[config.mk]
export PLATFORM = sky130hd
export DESIGN_NAME = sobel_ctrl
export DESIGN_NICKNAME = d
export VERILOG_FILES = /design/src/design/sobel_pkg.sv /design/src/design/sobel_ctrl.sv
export SDC_FILE = /design/constraint.sdc
export NUM_CORES = 1
export LEC_CHECK = 0
export BUFFER_PORTS_ARGS = -buffer_cell sky130_fd_sc_hd__buf_4
export CAP_MARGIN = 30
export CORE_AREA = 2 2 39 41
export CTS_CLUSTER_DIAMETER = 80
export DETAILED_ROUTE_END_ITERATION = 10
export DIE_AREA = 0 0 41 43
export GPL_ROUTABILITY_DRIVEN = 0
export PLACE_DENSITY = 0.38
export SYNTH_ARGS = -nofsm -noshare
export SYNTH_HDL_FRONTEND = slang
export SYNTH_SLANG_ARGS = --single-unit
export TNS_END_PERCENT = 10
[constraint.sdc]
create_clock -name clk_i -period 1 [get_ports clk_i]
set_clock_uncertainty 0.1 [all_clocks]
set_input_delay 0.05 -clock clk_i [delete_from_list [all_inputs] [get_ports clk_i]]
set_output_delay 0.05 -clock clk_i [all_outputs]
set_load 0.02 [all_outputs]
[src/design/sobel_pkg.sv]
package sobel_pkg;

  typedef enum logic [1:0] {
    ST_IDLE,
    ST_READ,
    ST_CALC,
    ST_EMIT
  } ctrl_state_e;

  // controller -> datapath
  typedef struct packed {
    logic load;
    logic read;
    logic calc;
    logic sqrt_step;
    logic emit_next;
  } dp_cmd_t;

  // datapath -> controller
  typedef struct packed {
    logic interior;
    logic sqrt_done;
    logic last_emit;
  } dp_sts_t;

  // one load step plus one step per root bit
  localparam int unsigned SqrtSteps = 12;

endpackage

[src/design/sobel_ctrl.sv]
module sobel_ctrl (
  input  logic                  clk_i,
  input  logic                  rst_ni,
  input  logic                  in_valid_i,
  output logic                  in_ready_o,
  output logic                  out_valid_o,
  input  logic                  out_ready_i,
  output sobel_pkg::dp_cmd_t    cmd_o,
  input  sobel_pkg::dp_sts_t    sts_i
);
  import sobel_pkg::*;

  ctrl_state_e state_q, state_d;

  always_ff @(posedge clk_i or negedge rst_ni) begin
    if (!rst_ni) begin
      state_q <= ST_IDLE;
    end else begin
      state_q <= state_d;
    end
  end

  always_comb begin
    state_d = state_q;
    case (state_q)
      ST_IDLE: if (in_valid_i) state_d = ST_READ;
      ST_READ: state_d = ST_CALC;
      ST_CALC: begin
        if (!sts_i.interior) state_d = ST_IDLE;
        else if (sts_i.sqrt_done) state_d = ST_EMIT;
      end
      ST_EMIT: if (out_ready_i && sts_i.last_emit) state_d = ST_IDLE;
      default: state_d = ST_IDLE;
    endcase
  end

  always_comb begin
    in_ready_o      = 1'b0;
    out_valid_o     = 1'b0;
    cmd_o           = '0;
    case (state_q)
      ST_IDLE: begin
        in_ready_o = 1'b1;
        cmd_o.load = in_valid_i;
      end
      ST_READ: cmd_o.read = 1'b1;
      ST_CALC: begin
        cmd_o.calc      = 1'b1;
        cmd_o.sqrt_step = sts_i.interior;
      end
      ST_EMIT: begin
        out_valid_o     = 1'b1;
        cmd_o.emit_next = out_ready_i;
      end
      default: ;
    endcase
  end
endmodule

Yosys cells after proc, flatten, opt, wreduce, memory -nomap -nowiden
Index checks and enable logic that the tools add are counted.
- input port bits: 7
- output and inout port bits: 7
- word-level logic and storage cells: 21
- register bits after elaboration: 2
- equality and inequality tests: 6
- reduce and logical (&&, ||, !) cells: 3
- muxes and demuxes: 11
- operators with widths (kind ; count):
    2-bit two-way mux ; 5
    2-bit case mux with 4 select lines ; 1
    1-bit two-way mux ; 5
    2-bit equality test (second input constant) ; 2
    2-bit != test (second input constant) ; 2
    3-bit != test (second input constant) ; 1
    3-bit AND reduction ; 1
    2-bit by 1-bit equality test with 1-bit output (second input constant) ; 1
    2-bit zero test ; 1
    1-bit logical AND ; 1

Longest topological paths before layout
- depth after elaboration: 3
- depth in mapped cells: 3
- mapped depth without buffers: 3

Worst setup path before layout
No wires, ideal clock.
- path kind: register -> register
- start point: reg state_q[0]
- end point: reg state_q[0]
- required time: 0.834 ns
- period minus slack after synthesis: 1.408 ns
- setup slack: -0.408 ns
- cell stages (with the launch flop): 4
- library setup time: 0.066 ns
- buffers on the path: 0
- data arrival time: 1.242 ns
- cell sequence: dfrtp_1 nor3b_1 a21o_1 a31o_1
- cells in the longest elaborated chain, start to end: 3
- elaborated cells on any way between the ends: 9
- those cells by class: eq/ne: 6; mux: 1; reduce/logical: 2
- RTL lines (item ; line ; text):
    start, declared ; sobel_ctrl.sv:13 ; ctrl_state_e state_q, state_d;
    start signal, assigned ; sobel_ctrl.sv:19 ; state_q <= state_d;
    2-bit equality test or 2-bit zero test (tied branches) ; sobel_ctrl.sv:25 ; case (state_q)
    3-bit != test (no source line) or 2-bit != test (tied branches) ; - ;
    3-bit AND reduction (no source line) ; - ;
Parallel ways exist; a longest one is shown, timed or not.
A chain may end at the register's enable or synchronous reset.

==> metrics.txt <==
status=complete, but fails checks; violations in the final reports=setup timing; diode count=0; leading area contributor after synthesis=dfrtp_1; Max Clock Freq=781 MHz; Synth area leaders=dfrtp_1 (37%), a21o_1 (11%), a31o_1 (6.5%); initial antenna violation count=0; Biggest register=state_q; hold crit path type=in2async; final setup margin=-0.281 ns; pre-CTS WS=-0.138 ns; total clock sinks=2; number of routed nets with antenna violations=0; leakage power=0.223 nW; Boundary Pins=14; Die ar.=0.00176 mm2; Synth Register Bits=2; total congestion overflow=0; Pre-antenna DRT Iters=4; crit path DAT=1.13 ns; CP max stage delay=0.41 ns; wirelength, routed=502 um; Slew HR=0.883; clk buf depth=2; Initial DRC Count=2; CP Launch Type=flop; Hold Vio Cnt, Final=0; CTS tree=yes; fill count=144; row count=14; total power=1.28 mW; critical path's slowest cell=dfrtp_2; max reg flops=2; Worst setup EP type=output port; via count=220; core area=0.00138 mm2; Tmin final=between 1 and 1.5 ns; initial core utilization=0.0976; crit path cell chain=buf_6, nor2b_4, and2_4, buf_6; Die X=41 um; GRT Total Usage=0.0673; Syn Inst Count=14; htree depth=1; vias per cell=3.79; CTS Buf Count=3; largest net degree at the start of global routing=5; number of flops mapped to enable cells by yosys=0; vias in the first global route=207; Distinct cells, synth=12; area grow syn2layout=215%; Placed Area=303 um2; synthesized area=roughly 140 um2; peak supply drop=about 1.1 mV; Layout Utilization=0.307; CTS root buf=clkbuf_4; Yosys warnings=0; post-route cell area=425 um2; Top FF cell, synth=dfrtp_1; worst skew pair latency=0.22 ns; WL/cell=8.66 um; Die Span Y=43 um; Post-synth ARST share=1.00; Power Dens Cells=3020 mW/mm2; Mean Syn Cell Area=a little under 10 um2; DRC Markers=0; Final Cycle Share=1.28; Slew Viols, Final=0; worst-path maximum fanout=3; unrepaired setup endpoints after global routing=true; dpl hpwl=approximately 340 um; # port buffers=13; critical path class=reg2out; Max-cap violations=0; Regs by FF count=state_q (2); syn nets=21; first-pass GRT wire length=731 um; # nets final=51; Worst EP required=0.85 ns; most frequent cell on the critical path=buf_6; clk slew on worst S/H paths=0.03 ns; slew at the pin with the worst max-slew slack=between 0.15 and 0.2 ns; top cell type's share of synthesized area=0.370; sequential fraction of the synthesis area=0.370; Post-synth top cells=a21o_1 (2), dfrtp_1 (2); final setup violation count=9; layout cells sized above 1=0.810
==> cells by family after synthesis <==
group	after synthesis	synth area share
and+or+nand+nor	9	0.454
AOI/OAI and AO/OA	3	0.176
DFF	2	0.370
==> critical path, delay by kind of cell (launching register included) <==
family                 cells  cell delay, ns
AND/OR/NAND/NOR            2            0.27
flip-flops                 1            0.41
buffers and inverters      2            0.23
==> power breakdown <==
part | total [mW] | internal (mW) | switching (mW)
Combinational | 0.940 | 0.566 | 0.374
Sequential | 0.168 | 0.128 | 0.0396
Clock | 0.177 | 0.132 | 0.0444
Total | 1.28 | 0.827 | 0.458
==> routing by layer <==
layer	GRT usage	part of all wire	vias up
li1	-	-	107
met1	0.0675	0.40	99
met2	0.0875	0.43	14
met3	0.0471	0.17	0
met4	0.0600	0	0
met5	0	0	-
==> area by class of cell <==
type | count | area (um2) | area share
repair buffers | 25 | 225 | 0.529
multi-input cells | 12 | 105 | 0.247
flip-flops and latches | 2 | 52.6 | 0.124
clock buffers | 3 | 22.5 | 0.0529
well taps | 16 | 20.0 | 0.0471
==> layout by cell type, fill, tap and decap left out <==
master,netlist,layout
nor3b_4,0,1
a31o_1,1,1
and3_2,1,1
and2b_2,1,1
nand3_1,1,1
buf_4,0,14
a21o_1,2,2
dfrtp_2,0,2
dlygate4sd3_1,0,3
and2_4,1,2
nor2_2,0,1
nor2b_4,0,1
nand2_1,1,1
clkbuf_4,0,3
buf_6,0,8
==> worst paths after layout <==
check / startpoint / depth (start not counted) / end / slack (ns)
max reg2reg: state_q[0]$_DFFE_PN0P_ / 4 / state_q[0]$_DFFE_PN0P_ / -0.23
max in group asynchronous: rst_ni / 2 / state_q[0]$_DFFE_PN0P_ / 0.63
max: state_q[0]$_DFFE_PN0P_ / 4 / cmd_o[1] / -0.28
min in group clk_i: sts_i[0] / 3 / state_q[1]$_DFFE_PN0P_ / 0.06
min: rst_ni / 2 / state_q[1]$_DFFE_PN0P_ / 0.06
min reg2reg: state_q[0]$_DFFE_PN0P_ / 2 / state_q[1]$_DFFE_PN0P_ / 0.50
==> timing repair <==
action | CTS | global route
resized for setup | 8 | 1
cloned | 0 | 0
setup endpoints to repair | 9 | 9
hold buffers | 3 | 0
hold endpoints to repair | 3 | 0
pin swaps | 2 | 1
setup buffers | 4 | 1
==> per-stage QoR <==
step                      setup TNS, ns  hold slack, ns  std cells
after floorplan                  -0.288          -0.346         14
after global placement           -0.425          -0.266         47
after detailed placement         -0.480          -0.265         47
after CTS                         -1.99          0.0366         57
after global routing              -2.36          0.0604         58
final                             -2.04          0.0554         58
Power figures use the tool's default switching activity.
